`config.mk`:
```
export PLATFORM = sky130hd
export DESIGN_NAME = bounded_ordered_list
export DESIGN_NICKNAME = d
export VERILOG_FILES = /design/src/rtl/core/bol_pkg.sv /design/src/rtl/core/bol_ring_add.sv /design/src/rtl/core/bounded_ordered_list.sv
export SDC_FILE = /design/constraint.sdc
export NUM_CORES = 1
export LEC_CHECK = 0
export ABC_CLOCK_PERIOD_IN_PS = 11500
export CAP_MARGIN = 10
export CORE_AREA = 2 2 323 325
export DETAILED_ROUTE_END_ITERATION = 6
export DIE_AREA = 0 0 325 327
export DONT_BUFFER_PORTS = 1
export PLACE_DENSITY_LB_ADDON = 0.2
export SLEW_MARGIN = 30
export SYNTH_ARGS = -nofsm -noshare
export SYNTH_HDL_FRONTEND = slang
export SYNTH_SLANG_ARGS = --single-unit
```
`constraint.sdc`:
```
create_clock -name clk -period 11.5 [get_ports clk]
set_input_delay 2.3 -clock clk [delete_from_list [all_inputs] [get_ports clk]]
set_output_delay 2.3 -clock clk [all_outputs]
set_load 0.01 [all_outputs]
```
`src/rtl/core/bol_pkg.sv`:
```
// ----------------------------------------------------------------------------
// bol_pkg
// shared opcodes, status codes and field widths of the bounded ordered list
// ----------------------------------------------------------------------------
package bol_pkg;

  localparam int DATA_W = 32;
  localparam int POS_W  = 8;
  localparam int OP_W   = 3;
  localparam int STAT_W = 2;

  typedef logic [OP_W-1:0]   opcode_t;
  typedef logic [STAT_W-1:0] status_t;

  localparam opcode_t OP_PUSH_FRONT = 3'd0;
  localparam opcode_t OP_PUSH_BACK  = 3'd1;
  localparam opcode_t OP_POP_FRONT  = 3'd2;
  localparam opcode_t OP_POP_BACK   = 3'd3;
  localparam opcode_t OP_DELETE_AT  = 3'd4;
  localparam opcode_t OP_DUMP       = 3'd5;

  localparam status_t ST_OK    = 2'd0;
  localparam status_t ST_EMPTY = 2'd1;
  localparam status_t ST_OOB   = 2'd2;
  localparam status_t ST_FULL  = 2'd3;

endpackage

```
`src/rtl/core/bol_ring_add.sv`:
```
// ----------------------------------------------------------------------------
// bol_ring_add
// shared ring index adder: (base + offset) wrapped into 0 .. CAPACITY-1
// ----------------------------------------------------------------------------
module bol_ring_add #(
  parameter int CAPACITY = 16,
  parameter int AW       = $clog2(CAPACITY)
) (
  input  logic [AW-1:0] base,
  input  logic [AW-1:0] offset,
  output logic [AW-1:0] sum
);

  logic [AW:0] raw;

  // both operands below capacity, so one compare and subtract is enough
  always_comb begin
    raw = {1'b0, base} + {1'b0, offset};
    if (raw >= (AW+1)'(CAPACITY)) begin
      raw = raw - (AW+1)'(CAPACITY);
    end
    sum = raw[AW-1:0];
  end

endmodule

```
`src/rtl/core/bounded_ordered_list.sv`:
```
// ----------------------------------------------------------------------------
// bounded_ordered_list
// ordered list of signed 32-bit values held in a ring buffer with a sequencer
// ----------------------------------------------------------------------------
// push front/back, pop front/back, deleting the back element, faults and unknown
//   opcodes give their result in the output register the cycle after the input transfer
// delete at position p of n elements, p not the back: the elements behind p are
//   shifted forward, one read/write pair each, through the single ram port pair
// dump of n elements: each element is read from the ram, then presented, plus stalls
// throughput: one request at a time; in_ready is low while the sequencer works
// reset: pointers, count, sequencer and output valid cleared; the element ram
//   is not cleared, entries are only read after being written
module bounded_ordered_list
  import bol_pkg::*;
#(
  parameter int CAPACITY = 16,
  parameter int AW       = $clog2(CAPACITY),
  parameter int CW       = $clog2(CAPACITY + 1)
) (
  input  logic                     clk,
  input  logic                     rst_n,
  // request channel
  input  logic                     in_valid,
  output logic                     in_ready,
  input  logic [OP_W-1:0]          in_opcode,
  input  logic signed [DATA_W-1:0] in_value,
  input  logic [POS_W-1:0]         in_position,
  // result channel
  output logic                     out_valid,
  input  logic                     out_ready,
  output logic [STAT_W-1:0]        out_status,
  output logic signed [DATA_W-1:0] out_element,
  output logic [CW-1:0]            out_count,
  output logic                     out_last
);

  // width wide enough to compare a position against the count
  localparam int CMPW = (CW > POS_W) ? CW : POS_W;

  // sequencer states
  typedef enum logic [4:0] {
    S_IDLE   = 5'b00001,
    S_SH_RD  = 5'b00010,
    S_SH_WR  = 5'b00100,
    S_DP_RD  = 5'b01000,
    S_DP_OUT = 5'b10000
  } state_t;

  state_t state_r, state_nxt;

  // ring buffer bookkeeping: head is the physical slot of the front element
  logic [AW-1:0] head_r,  head_nxt;
  logic [CW-1:0] count_r, count_nxt;
  logic [AW-1:0] idx_r,   idx_nxt;    // logical index walked by shift and dump

  // element ram, one write and one registered read port
  logic [DATA_W-1:0] mem_r [CAPACITY];
  logic [DATA_W-1:0] rd_data_r;
  logic              wr_en, rd_en;
  logic [AW-1:0]     wr_addr, rd_addr;
  logic [DATA_W-1:0] wr_data;

  // shared ring adder
  logic [AW-1:0] offs;
  logic [AW-1:0] slot;

  // output register
  logic              out_valid_r;
  status_t           out_status_r;
  logic [DATA_W-1:0] out_element_r;
  logic [CW-1:0]     out_count_r;
  logic              out_last_r;

  logic              out_load;
  status_t           ld_status;
  logic [DATA_W-1:0] ld_element;
  logic              ld_last;

  logic              in_xfer;
  logic              full, empty;
  logic [CMPW-1:0]   pos_ext, cnt_ext;

  bol_ring_add #(
    .CAPACITY (CAPACITY),
    .AW       (AW)
  ) u_ring_add (
    .base   (head_r),
    .offset (offs),
    .sum    (slot)
  );

  // a new request may enter while the previous result leaves
  assign in_ready = (state_r == S_IDLE) && (!out_valid_r || out_ready);
  assign in_xfer  = in_valid && in_ready;

  assign full    = (count_r == CW'(CAPACITY));
  assign empty   = (count_r == '0);
  assign pos_ext = CMPW'(in_position);
  assign cnt_ext = CMPW'(count_r);

  always_comb begin
    state_nxt  = state_r;
    head_nxt   = head_r;
    count_nxt  = count_r;
    idx_nxt    = idx_r;
    offs       = '0;
    wr_en      = 1'b0;
    wr_addr    = slot;
    wr_data    = in_value;
    rd_en      = 1'b0;
    rd_addr    = slot;
    out_load   = 1'b0;
    ld_status  = ST_OK;
    ld_element = '0;
    ld_last    = 1'b1;

    case (state_r)
      S_IDLE: begin
        // adder offset chosen from the opcode alone
        case (in_opcode)
          OP_PUSH_FRONT: offs = AW'(CAPACITY - 1);   // head - 1
          OP_PUSH_BACK:  offs = AW'(count_r);        // slot after the back
          OP_POP_FRONT:  offs = AW'(1);              // head + 1
          default:       offs = '0;
        endcase

        if (in_xfer) begin
          case (in_opcode)
            OP_PUSH_FRONT: begin
              out_load = 1'b1;
              if (full) begin
                ld_status = ST_FULL;
              end else begin
                wr_en     = 1'b1;
                head_nxt  = slot;
                count_nxt = count_r + CW'(1);
              end
            end
            OP_PUSH_BACK: begin
              out_load = 1'b1;
              if (full) begin
                ld_status = ST_FULL;
              end else begin
                wr_en     = 1'b1;
                count_nxt = count_r + CW'(1);
              end
            end
            OP_POP_FRONT: begin
              out_load = 1'b1;
              if (empty) begin
                ld_status = ST_EMPTY;
              end else begin
                head_nxt  = slot;
                count_nxt = count_r - CW'(1);
              end
            end
            OP_POP_BACK: begin
              out_load = 1'b1;
              if (empty) begin
                ld_status = ST_EMPTY;
              end else begin
                count_nxt = count_r - CW'(1);
              end
            end
            OP_DELETE_AT: begin
              if (empty) begin
                out_load  = 1'b1;
                ld_status = ST_EMPTY;
              end else if (pos_ext >= cnt_ext) begin
                out_load  = 1'b1;
                ld_status = ST_OOB;
              end else if (pos_ext + CMPW'(1) == cnt_ext) begin
                // deleting the back element needs no shifting
                out_load  = 1'b1;
                count_nxt = count_r - CW'(1);
              end else begin
                // close the gap one element per read/write pair
                idx_nxt   = AW'(in_position);
                state_nxt = S_SH_RD;
              end
            end
            OP_DUMP: begin
              if (empty) begin
                out_load  = 1'b1;
                ld_status = ST_EMPTY;
              end else begin
                idx_nxt   = '0;
                state_nxt = S_DP_RD;
              end
            end
            default: begin
              // unused opcodes leave the list as it is
              out_load = 1'b1;
            end
          endcase
        end
      end

      S_SH_RD: begin
        offs      = idx_r + AW'(1);
        rd_en     = 1'b1;
        state_nxt = S_SH_WR;
      end

      S_SH_WR: begin
        offs    = idx_r;
        wr_en   = 1'b1;
        wr_data = rd_data_r;
        if (CW'(idx_r) + CW'(2) == count_r) begin
          // moved the back element, list is one shorter
          count_nxt = count_r - CW'(1);
          out_load  = 1'b1;
          state_nxt = S_IDLE;
        end else begin
          idx_nxt   = idx_r + AW'(1);
          state_nxt = S_SH_RD;
        end
      end

      S_DP_RD: begin
        offs      = idx_r;
        rd_en     = 1'b1;
        state_nxt = S_DP_OUT;
      end

      S_DP_OUT: begin
        // hold the read data until the output register is free
        if (!out_valid_r || out_ready) begin
          out_load   = 1'b1;
          ld_element = rd_data_r;
          ld_last    = (CW'(idx_r) + CW'(1) == count_r);
          if (ld_last) begin
            state_nxt = S_IDLE;
          end else begin
            idx_nxt   = idx_r + AW'(1);
            state_nxt = S_DP_RD;
          end
        end
      end

      default: begin
        state_nxt = S_IDLE;
      end
    endcase
  end

  // control state
  always_ff @(posedge clk) begin
    if (!rst_n) begin
      state_r     <= S_IDLE;
      head_r      <= '0;
      count_r     <= '0;
      idx_r       <= '0;
      out_valid_r <= 1'b0;
    end else begin
      state_r <= state_nxt;
      head_r  <= head_nxt;
      count_r <= count_nxt;
      idx_r   <= idx_nxt;
      if (out_load) begin
        out_valid_r <= 1'b1;
      end else if (out_ready) begin
        out_valid_r <= 1'b0;
      end
    end
  end

  // result payload, count reported after the operation
  always_ff @(posedge clk) begin
    if (out_load) begin
      out_status_r  <= ld_status;
      out_element_r <= ld_element;
      out_count_r   <= count_nxt;
      out_last_r    <= ld_last;
    end
  end

  // element ram
  always_ff @(posedge clk) begin
    if (wr_en) begin
      mem_r[wr_addr] <= wr_data;
    end
  end

  always_ff @(posedge clk) begin
    if (rd_en) begin
      rd_data_r <= mem_r[rd_addr];
    end
  end

  assign out_valid   = out_valid_r;
  assign out_status  = out_status_r;
  assign out_element = out_element_r;
  assign out_count   = out_count_r;
  assign out_last    = out_last_r;

endmodule

```
=== Word-level counts from Yosys, hierarchy flattened ===
Memory sizes are Yosys's and may differ from the RTL's. A register that Yosys moved wholly into a read port is not among the register bits.
Index checks and enable logic that the tools add are counted.

* Register bits after elaboration: 59
* RAM bits: 512
* Bits of input ports: 47
* Output and inout port bits: 42
* Logic and storage cells: 123
* Memories: 1

{| class="wikitable"
|+ Memories
! name !! words !! bits a word !! read ports !! clocked after memory_dff !! write ports !! line !! text
|-
| mem_r || 16 || 32 || 1 || 1 || 1 || bounded_ordered_list.sv:57 || <nowiki>logic [DATA_W-1:0] mem_r [CAPACITY];</nowiki>
|}

* $add $sub $neg: 8
* Magnitude comparators: 2
* Equality and inequality tests: 25
* Multiplexer cells: 59
* Reduce and logical (&&, ||, !) cells: 19

{| class="wikitable"
|+ Operators with widths
! kind !! count
|-
| 2-to-1 mux 5 bit || 13
|-
| 2-to-1 mux 4 bit || 12
|-
| case mux 4 bit (3 select lines) || 3
|-
| 2-to-1 mux 32 bit || 1
|-
| case mux 5 bit (5 select lines) || 1
|-
| case mux 5 bit (2 select lines) || 2
|-
| 2-to-1 mux 1 bit || 16
|-
| case mux 4 bit (2 select lines) || 2
|-
| case mux 5 bit (3 select lines) || 1
|-
| != test 2 bit (second input constant) || 6
|-
| != test 3 bit (second input constant) || 4
|-
| equality test 5 bit || 2
|-
| equality test 5 bit (second input constant) || 2
|-
| AND reduction 10 bit || 1
|-
| adder 8 x 1 -> 8 bit (second input constant) || 1
|-
| equality test 8 x 5 -> 1 bit || 1
|-
| greater-or-equal comparator 8 x 5 -> 1 bit || 1
|-
| 2-to-1 mux 2 bit || 4
|-
| OR reduction 2 bit || 4
|-
| AND reduction 7 bit || 1
|-
| equality test 3 x 2 -> 1 bit (second input constant) || 2
|-
| equality test 3 bit (second input constant) || 2
|-
| case mux 2 bit (3 select lines) || 1
|-
| adder 4 x 1 -> 5 bit (second input constant) || 1
|-
| other kinds (25) || 29
|}

=== Longest topological paths before layout ===
Gate-level depths: netlist (run 1).

* Word-level depth: 9
* Depth in mapped cells: 15
* Depth with buffers taken out: 12

=== Modules after synthesis ===
From an unflattened synthesis (run 1), not the netlist that was laid out.

* Cell total of the unflattened synthesis: 1272
* Area total of the unflattened synthesis: 24423.4 µm²

{| class="wikitable"
|+ Modules (own cells, without submodules)
! module !! instances !! cells each !! area an instance (µm²) !! sequential area each (µm²)
|-
| bounded_ordered_list || 1 || 1263 || 24323.3 || 17917.2
|-
| bol_ring_add || 1 || 9 || 100.1 || 0.0
|}

=== Worst setup path before layout (run 1) ===
No wires, ideal clock.

* Kind: input-to-reg
* From: input in_opcode[0]
* To: memory mem_r[0][0], enable pin
* Library setup time: 0.421 ns
* Arrival: 6.293 ns
* Data required time: 11.079 ns
* Path slack: 4.786 ns
* Stages on the path: 10
* Buffers on the path: 2
* Cells stage by stage: clkbuf_1 -> o21ai_0 -> nand3b_1 -> o211ai_1 -> ha_1 -> fa_1 -> xnor2_1 -> clkbuf_1 -> nand2b_1 -> nor2_1

* Longest elaborated chain between the ends: 7
* Elaborated cells on any way between the ends: 15
* Classes of those cells: 2 x add/sub; 1 x order compare; 2 x eq/ne; 8 x mux; 2 x reduce/logical

{| class="wikitable"
|+ Ends and longest elaborated chain
! item !! line !! text
|-
| start: declaration || bounded_ordered_list.sv:25 || <nowiki>input logic [OP_W-1:0] in_opcode,</nowiki>
|-
| branches (longest 7 deep; another with adder 4 x 4 -> 5 bit) || n/a ||
|-
| end: declaration || bounded_ordered_list.sv:57 ||
|}

Parallel ways; which one is timed is not known.

=== Final worst setup path (run 1) ===
* From: input in_opcode[1]
* To: register rd_data_r[11], read port of mem_r, data pin

* Longest elaborated chain between the ends: 6
* Elaborated cells on any way between the ends: 9
* Classes of those cells: 2 x add/sub; 1 x order compare; 2 x eq/ne; 3 x mux; 1 x reduce/logical

{| class="wikitable"
|+ Ends and longest elaborated chain
! item !! line !! text
|-
| equality test 3 x 2 -> 1 bit (tied with other cells) || bounded_ordered_list.sv:120 || <nowiki>case (in_opcode)</nowiki>
|-
| case mux 4 bit (3 select lines) * || bounded_ordered_list.sv:120 ||
|-
| case mux 4 bit (3 select lines) * || bounded_ordered_list.sv:117 || <nowiki>case (state_r)</nowiki>
|-
| adder 4 x 4 -> 5 bit * || bol_ring_add.sv:18 || <nowiki>raw = {1'b0, base} + {1'b0, offset};</nowiki>
|-
| subtractor 4 x 1 -> 4 bit or greater-or-equal comparator 5 bit (tied branches) || bol_ring_add.sv:20, bol_ring_add.sv:19 ||
|-
| 2-to-1 mux 4 bit * || bol_ring_add.sv:19 || <nowiki>if (raw >= (AW+1)'(CAPACITY)) begin</nowiki>
|-
| via rd_addr[1] || bounded_ordered_list.sv:60 || <nowiki>logic [AW-1:0] wr_addr, rd_addr;</nowiki>
|-
| end: declaration || bounded_ordered_list.sv:58 || <nowiki>logic [DATA_W-1:0] rd_data_r;</nowiki>
|}

Mark *: on every way through the listed nets, which the timed path passes. The rest lies on a longest branch.
A chain may end at the register's enable or synchronous reset.

==> results.cfg, run 1 <==
[job]
maxCapViolations = 0

[detailed_routing]
drt-initial-drc-count = 1004
ant_nets = 0
drt_wl_total_um = 65700
drc = 0
via_per_inst = 4.49
first_pass_iters = 5
via_count = 12039
wl_per_cell_um = 24.5

[sta]
fin_skew_ns = 0.0182
setup_viol = 0
fin_ws_ns = 5.26
period_minus_slack_ns = 6.24
worstMarginPinSlew_ns = 0.982
drv_slew = 0
hold_viol_final = 0
fin_crit_sh = 0.543
max_slew_margin = 0.346
max_freq_ghz = 0.160
grt_setup_unrepaired = false
final.setup.tns_ns = 0

[critical_path]
critPathBufInv = 2
cp_top_family = buffers and inverters
cp_slowest_stage_delay_ns = 1.02
cp.arrival_ns = 6.59
cp_cell_sequence = o21ai_0 -> nand3b_1 -> o211ai_1 -> ha_4 -> fa_4 -> buf_4 -> buf_4 -> mux4_2 -> mux4_2
crit_required_ns = 11.85
cp_max_fo = 62
endpoint_kind = flip-flop
crit_type = in2reg
start_kind = primary input
critPathSlowestCell = fa_4

[logic_synthesis]
syn_area_per_cell_um2 = 20.1
synth_edf_count = 584
synth-seq-cells = 603
synthSimpleGateAreaFrac = 0.0444
synth.mux.area_fraction = 0.165
synth_nets = 1280
synth-xor-area-share = 0.00757
syn_area_um2 = 24500
synth-async-reset-ratio = 0
yosysSeqAreaShare = 0.733
ys_types = 70
syn-instance-count = 1218
synthAdderAreaFrac = 0.00798
synth_compound_area_frac = 0.0296
yosys_warnings = 0
synth_top_family_by_area = multiplexers
ys.flop_type = edfxtp_1

[grt]
grt_pass1_wl_um = 94800
gr-usage-all-layers = 0.123
grt_pass1_vias = 12602
overflow = 0
antenna_found_initial = 4
grt_max_degree = 91

[die]
num_rows = 118
ioPinCount = 89
start_util = 0.238
die_w_um = 325
die_area_um2 = 106000
core_um2 = 103000
die_height_um = 327

[power]
power_frac_clock = 0.368
power_w = 0.00594
power_density_nw_per_um2 = 208
p_comb_frac = 0.185
vdd_ir_drop_max_mv = 0.0926
p_leak_nw = 8.69
power.switching_w = 0.00162
p_sw_frac = 0.272
internal_power_w = 0.00432
power_frac_seq = 0.447

[place]
io_buffers = 0
place_area_um2 = 26300
place_ws_ns = 4.60
gp_congestion = 0.789
post-dp-hpwl_um = 36800

[cells_and_area]
layout_commonest_cell = edfxtp_1
synthToLayoutAreaGrowth_pct = 16.6
drive_gt1_frac = 0.269
nNetsFinal = 1307
layout_common_cells = edfxtp_1, mux4_2, clkbuf_16
fin_area_um2 = 28500

[clock_network]
cts_buffer_depth = 3
cts_setup_buffers = 0
clkLatencyLatePin_ns = 0.62
root_buffer = clkbuf_16
numCtsBuffers = 69
clkTransAtPathRegs_ns = 0.06
hold_buffers = 0
cts_tree = yes
cts_sinks = 603
htree_levels = 3
postCtsResizedCells = 0

[min_path]
worst_hold_path_type = reg2reg

[outcome]
outcome = completed
[worst register-to-register path, cell delays in order (launching register included)]
cell and delay, ns:
dfxtp_1 0.54, nor2b_1 0.10, and2_0 0.46, nand3b_1 0.29
o211ai_1 0.16, ha_4 0.20, fa_4 1.02, buf_4 0.81
buf_4 0.92, mux4_2 0.50, mux4_2 0.48
[final cells by class]
class | count | area (um2)
clock inverter | 37 | 400
tap | 1380 | 1730
clock buffer | 88 | 1820
fill | 10198 | 74400
timing repair buffer | 26 | 224
inverter | 10 | 37.5
sequential | 603 | 17900
antenna | 2 | 5.00
multi-input combinational | 535 | 6380
[kinds of logic (layout without fill, tap and decap cells)]
kind of cell	count (synthesis)	in the layout
flip-flops	603	603
XOR/XNOR	19	19
AO/OA/AOI/OAI	104	104
buffers and inverters	80	161
adder cells (fa/ha/maj)	15	15
AND/OR/NAND/NOR	199	199
other	0	2
multiplexers	198	198
[metrics by stage]
| step | cells | utilization | hold WS (ns) |
|---|---|---|---|
| floorplan | 1218 | - | 0.461 |
| global placement | 2553 | 0.255 | 0.484 |
| detailed placement | 2554 | 0.255 | 0.515 |
| CTS | 2679 | 0.277 | 0.529 |
| global route | 2679 | 0.277 | 0.563 |
| finish | 2681 | 0.277 | 0.521 |
[sequential cells by signal, indices dropped and copies added, names as in the netlist]
register / cells
out_valid: 1
state_r: 5
out_status: 2
out_last: 1
head_r: 4
count_r: 5
out_element: 32
rd_data_r: 32
mem_r: 512
idx_r: 4
out_count: 5
[path summary, 6_finish.rpt]
path / start / end / slack (ns) / depth (start not counted)
hold reg to reg: head_r[3] / head_r[3] / 0.52 / 2
setup reg to reg: state_r[4] / rd_data_r[11] / 5.75 / 10
hold / removal: head_r[3] / head_r[3] / 0.52 / 2
setup / recovery: in_opcode[1] / rd_data_r[11] / 5.26 / 9
[metal layers]
| metal | part of all wire | wire length (um) | global-route usage | up-vias |
|---|---|---|---|---|
| met5 | 0.00017 | 11 | 0 | - |
| met3 | 0.052 | 3450 | 0.0263 | 88 |
| met2 | 0.48 | 31300 | 0.200 | 351 |
| met4 | 0.020 | 1300 | 0.0312 | 2 |
| li1 | - | - | - | 5150 |
| met1 | 0.45 | 29600 | 0.168 | 6448 |
[synthesized netlist by cell type, types with 3 or more instances]
master      n  area [um2]
edfxtp_1  584       17500
mux4_2    160        3600
clkbuf_1   53         199
nor2_1     45         169
and3_1     34         213
mux2_2     32         360
nand2_1    28         105
a21oi_1    19        95.1
dfxtp_1    19         380
nor3_1     17        85.1
o21ai_0    16        80.1
nand3_1    15        75.1
ha_1       14         175
buf_1      12        45.0
xnor2_1    12         105
nand2b_1   10        62.6
a211oi_1    9        67.6
a21o_1      8        60.1
a31oi_1     8        50.1
inv_1       8        30.0
nand3b_1    8        60.1
nor2b_1     7        43.8
mux2i_1     6        60.1
o211ai_1    6        45.0
xor2_1      6        52.6
nand4_1     5        31.3
o21ai_1     5        25.0
o22ai_1     5        31.3
nor4_1      4        25.0
o221a_2     4        45.0
buf_6       3        33.8
nor4b_1     3        26.3
o21a_1      3        22.5
or3_1       3        18.8
or4_1       3        22.5
[power groups by stage]
stage	logic [W]	clock network (W)	registers (W)
final	0.00110	0.00218	0.00266
after global routing	0.00120	0.00234	0.00267
after CTS	0.00114	0.00225	0.00267
after detailed placement	0.00113	0	0.00271
after global placement	0.00111	0	0.00271
after floorplan	0.000835	0	0.00266
No activity file was read; power rests on OpenSTA's default activity.
==> run 2, diff against run 1 <==
--- a/config.mk
+++ b/config.mk
@@ -5,7 +5,7 @@
 export SDC_FILE = /design/constraint.sdc
 export NUM_CORES = 1
 export LEC_CHECK = 0
-export ABC_CLOCK_PERIOD_IN_PS = 11500
+export ABC_CLOCK_PERIOD_IN_PS = 6300
 export CAP_MARGIN = 10
 export CORE_AREA = 2 2 323 325
 export DETAILED_ROUTE_END_ITERATION = 6
==> constraint.sdc (replaced) <==
create_clock -name clk -period 6.3 [get_ports clk]
set_input_delay 1.26 -clock clk [delete_from_list [all_inputs] [get_ports clk]]
set_output_delay 1.26 -clock clk [all_outputs]
set_load 0.01 [all_outputs]
==> results.cfg, run 2 (synthesized netlist as in run 1, its figures left out) <==
[detailed_routing]
wl_met2_um = 31000
drt-initial-drc-count = 1053
drc = 0
drt_wl_total_um = 65300
dr_wl_met3_um = 2740
wl_met1_um = 30300
wl_per_cell_um = 24.2
ant_nets = 0
highest-signal-layer = met5
first_pass_iters = 4
via_per_inst = 4.49
via_count = 12105

[clock_network]
clkTransAtPathRegs_ns = 0.07
numCtsBuffers = 71
cts_sinks = 603
clkLatencyLatePin_ns = 0.63
htree_levels = 3
hold_buffers = 0
cts_buffer_depth = 3
cts_setup_buffers = 0
root_buffer = clkbuf_16
cts_tree = yes
postCtsResizedCells = 0

[critical_path]
ff2ff_path_depth = 15
crit_type = reg2reg
r2r_slack_ns = 1.23
crit_required_ns = 6.58
cp_max_fo = 17
rr_startpoint = state_r[1]
rr_endpoint = mem_r[1][19]
cp.arrival_ns = 5.34
start_kind = flip-flop
endpoint_kind = flip-flop

[outcome]
outcome = completed

[die]
die_area_um2 = 106000
ioPinCount = 89
num_rows = 118
core_um2 = 103000
die_height_um = 327
die_w_um = 325
start_util = 0.238

[min_path]
worstHoldEndpoint = head_r[2]
worst_hold_path_type = reg2reg
hold_start = head_r[2]
hold-path-cell-count = 2

[cells_and_area]
instances_no_fill = 2697
nNetsFinal = 1322
largest_reg_flops = 512
top_register = mem_r
fillers = 10170
drive_gt1_frac = 0.277
layout_common_cells = edfxtp_1, mux4_2, clkbuf_16
synthToLayoutAreaGrowth_pct = 17.4
layout_commonest_cell = edfxtp_1

[power]
internal_power_w = 0.00791
power_frac_seq = 0.443
p_leak_nw = 8.79
power_frac_clock = 0.363
power_density_nw_per_um2 = 381
vdd_ir_drop_max_mv = 0.198
p_sw_frac = 0.276
power.switching_w = 0.00302
p_comb_frac = 0.194

[grt]
antenna_found_initial = 6
gr-usage-all-layers = 0.123
grt_pass1_vias = 12744
grt_pass1_wl_um = 95100
grt_max_degree = 77
overflow = 0

[sta]
fin_crit_sh = 0.805
worstMarginPinSlew_ns = 0.919
final.setup.tns_ns = 0
max_slew_margin = 0.387
period_minus_slack_ns = 5.07
fin_ws_ns = 1.23
max_freq_ghz = 0.197
hold_viol_final = 0
setup_viol = 0
drv_slew = 0
grt_setup_unrepaired = false
fin_skew_ns = 0.0318

[place]
place_ws_ns = 0.926
io_buffers = 0
gp_congestion = 0.805
post-dp-hpwl_um = 38300
dpl.cell_count = 2567

[job]
maxCapViolations = 0
[run 2: cell count changes in the layout (fill, tap and decap cells not counted), moves of 2 or more]
cell and delta:
buf_12 +8, buf_4 +6, inv_6 +5, clkbuf_1 +3
clkbuf_16 +3, inv_16 -3, bufinv_16 -2, clkinv_1 -2
[run 2: metrics by stage]
step / hold WS [ns] / util / area [um2] / power [W]
2_1_floorplan: 0.461 / - / 24500 / 0.00637
3_5_place_dp: 0.489 / 0.257 / 26500 / 0.00709
4_1_cts: 0.506 / 0.279 / 28700 / 0.0111
6_report: 0.499 / 0.279 / 28700 / 0.0109
3_3_place_gp: 0.492 / 0.257 / 26500 / 0.00711
5_1_grt: 0.556 / 0.279 / 28700 / 0.0114
[run 2: layout make-up]
class                      count  area [um2]  area share
inverter                      10        37.5     0.00131
sequential                   603       17900       0.624
tap                         1380        1730      0.0601
antenna                        1        2.50   0.0000872
multi-input combinational    535        6370       0.222
timing repair buffer          39         418      0.0146
clock inverter                35         328      0.0114
clock buffer                  94        1910      0.0664
[run 2: worst max path at each step]
stage / to / startpoint / slack (ns) / depth (start not counted)
after global routing: mem_r[1][19] / state_r[2] / 0.80 / 15
after CTS: mem_r[1][19] / state_r[1] / 1.21 / 15
after global placement: mem_r[1][19] / in_opcode[1] / 0.90 / 13
after floorplan: mem_r[0][0] / in_opcode[0] / 0.63 / 10
final: mem_r[1][19] / state_r[1] / 1.23 / 15
after detailed placement: mem_r[1][19] / in_opcode[1] / 0.93 / 13
[run 2: power groups by stage]
stage               Combinational (W)  Sequential [W]  Clock (W)
finish                        0.00212         0.00484    0.00397
global route                  0.00230         0.00486    0.00425
CTS                           0.00219         0.00485    0.00411
detailed placement            0.00217         0.00493          0
global placement              0.00218         0.00493          0
floorplan                     0.00152         0.00485          0
[run 2: worst max-delay path, cell delays in order, from the launching register on]
cell and delay, ns:
dfxtp_1 0.36, nor3_1 0.42, and2_0 0.18, buf_4 0.19
nand2_1 0.09, a21oi_1 0.17, a221o_1 0.20, ha_1 0.25
a21o_1 0.17, a21oi_1 0.20, xnor2_1 0.27, xor2_4 0.32
buf_4 0.34, nand2b_1 0.35, nor2_4 0.70, buf_4 0.46
[run 2: per-layer routing]
layer / up-vias / global-route usage
li1: 5189 / -
met1: 6540 / 0.170
met2: 277 / 0.198
met3: 95 / 0.0267
met4: 4 / 0.0299
met5: - / 0
==> run 3, diff against run 2 <==
--- a/config.mk
+++ b/config.mk
@@ -5,7 +5,7 @@
 export SDC_FILE = /design/constraint.sdc
 export NUM_CORES = 1
 export LEC_CHECK = 0
-export ABC_CLOCK_PERIOD_IN_PS = 6300
+export ABC_CLOCK_PERIOD_IN_PS = 4360
 export CAP_MARGIN = 10
 export CORE_AREA = 2 2 323 325
 export DETAILED_ROUTE_END_ITERATION = 6
==> constraint.sdc (replaced) <==
create_clock -name clk -period 4.36 [get_ports clk]
set_input_delay 0.872 -clock clk [delete_from_list [all_inputs] [get_ports clk]]
set_output_delay 0.872 -clock clk [all_outputs]
set_load 0.01 [all_outputs]
==> results.cfg, run 3 (synthesized netlist as in run 1, its figures left out) <==
[die]
die_height_um = 327
num_rows = 118
start_util = 0.238
ioPinCount = 89
die_w_um = 325
die_area_um2 = 106000
core_um2 = 103000

[grt]
grt_max_degree = 47
grtUsageMet2 = 0.209
grt_pass1_vias = 12937
grt_pass1_wl_um = 96900
overflow = 0
grt.busiest_layer = met2
gr-usage-all-layers = 0.126
grt_use_met3 = 0.0247
met1_usage = 0.171
antenna_found_initial = 9

[sta]
worstMarginPinSlew_ns = 0.852
grt_setup_unrepaired = false
max_slew_margin = 0.432
final.setup.tns_ns = 0
max_freq_ghz = 0.246
fin_crit_sh = 0.934
setup_viol = 0
drv_slew = 0
hold_viol_final = 0
fin_skew_ns = 0.0276
period_minus_slack_ns = 4.07

[power]
internal_power_w = 0.0116
power_frac_clock = 0.364
vdd_ir_drop_max_mv = 0.260
p_leak_nw = 9.10
p_sw_frac = 0.271
power_frac_seq = 0.438
power_density_nw_per_um2 = 542
power.switching_w = 0.00431
power_w = 0.0159
p_comb_frac = 0.198

[min_path]
worst_hold_path_type = in2reg

[detailed_routing]
wl_per_cell_um = 24.4
drt_wl_total_um = 67100
via_per_inst = 4.48
drt-initial-drc-count = 968
first_pass_iters = 5
drc = 0
via_count = 12290
ant_nets = 0

[cells_and_area]
seqCellArea_um2 = 17900
nNetsFinal = 1368
antenna_cells = 0
fillers = 10142
layout_commonest_cell = edfxtp_1
synthToLayoutAreaGrowth_pct = 19.9
top_register = mem_r
multi_input_area_um2 = 6380
layout_common_cells = edfxtp_1, mux4_2, clkbuf_16
drive_gt1_frac = 0.300
largest_reg_flops = 512

[clock_network]
cts_sinks = 603
root_buffer = clkbuf_16
cts_tree = yes
cts_setup_buffers = 0
hold_buffers = 0
htree_levels = 3
postCtsResizedCells = 0
clkLatencyLatePin_ns = 0.61
numCtsBuffers = 71
clkTransAtPathRegs_ns = 0.06
cts_buffer_depth = 3

[critical_path]
cp_slowest_stage_delay_ns = 0.86
critPathSlowestCell = fa_4
start_kind = flip-flop
cp_cell_sequence = nor2b_1 -> and2_0 -> buf_4 -> nand3b_1 -> o211ai_1 -> ha_4 -> fa_4 -> buf_12 -> buf_12 -> mux4_2 -> mux4_2
cp_max_fo = 46
cp.arrival_ns = 4.40
crit_type = reg2reg
crit_required_ns = 4.69
endpoint_kind = flip-flop

[place]
io_buffers = 0
gp_congestion = 0.784
post-dp-hpwl_um = 40700

[outcome]
outcome = completed

[job]
maxCapViolations = 0
## run 3: changes by cell type in the layout (fill, tap and decap cells not counted), sizes merged
cell | before | now
buf | 39 | 85
clkbuf | 94 | 92
clkinv | 25 | 37
clkinvlp | 2 | 0
diode | 1 | 0
inv | 14 | 9
## run 3: stage by stage
step	util	std cells	area, um2	hold slack [ns]	worst slack, ns
6_report	0.285	2745	29300	0.396	0.289
5_1_grt	0.285	2745	29300	0.368	0.0700
4_1_cts	0.285	2745	29300	0.357	0.285
3_5_place_dp	0.263	2613	27100	0.498	0.260
3_3_place_gp	0.262	2611	27000	0.491	0.137
2_1_floorplan	-	1218	24500	0.461	-0.415
## run 3: cell type report
type                       count  share of cell area
clock buffer                  92              0.0661
clock inverter                40              0.0116
inverter                      10             0.00128
multi-input combinational    535               0.218
sequential                   603               0.611
tap                         1380              0.0589
timing repair buffer          85              0.0338
## run 3: routing by layer
| metal | share of wire | routed length, um |
|---|---|---|
| met5 | 0.00082 | 55 |
| met1 | 0.46 | 30600 |
| met2 | 0.48 | 32500 |
| met3 | 0.038 | 2560 |
| met4 | 0.021 | 1410 |
## run 3: power by group through the flow
stage / combinational [W] / clock [W] / sequential (W)
5_1_grt: 0.00343 / 0.00619 / 0.00699
2_1_floorplan: 0.00222 / 0 / 0.00700
3_5_place_dp: 0.00322 / 0 / 0.00709
4_1_cts: 0.00323 / 0.00596 / 0.00698
6_report: 0.00314 / 0.00579 / 0.00696
3_3_place_gp: 0.00322 / 0 / 0.00709
## run 3: worst paths after layout
kind                            slack [ns]  depth (start not counted)        from             to
worst max-delay path                  0.29                         11  state_r[0]  rd_data_r[26]
worst max register to register        0.29                         11  state_r[0]  rd_data_r[26]
worst min register to register        0.51                          2   head_r[2]      head_r[2]
worst min-delay path                  0.40                          1       rst_n      out_valid
## run 3: critical path: cells and delay by family, from the launching register on
family          cells  cell delay [ns]
simple gates        3             0.49
buf+inv             3             0.78
fa+ha+maj           2             1.06
mux                 2             0.88
flops               1             0.39
compound gates      1             0.16
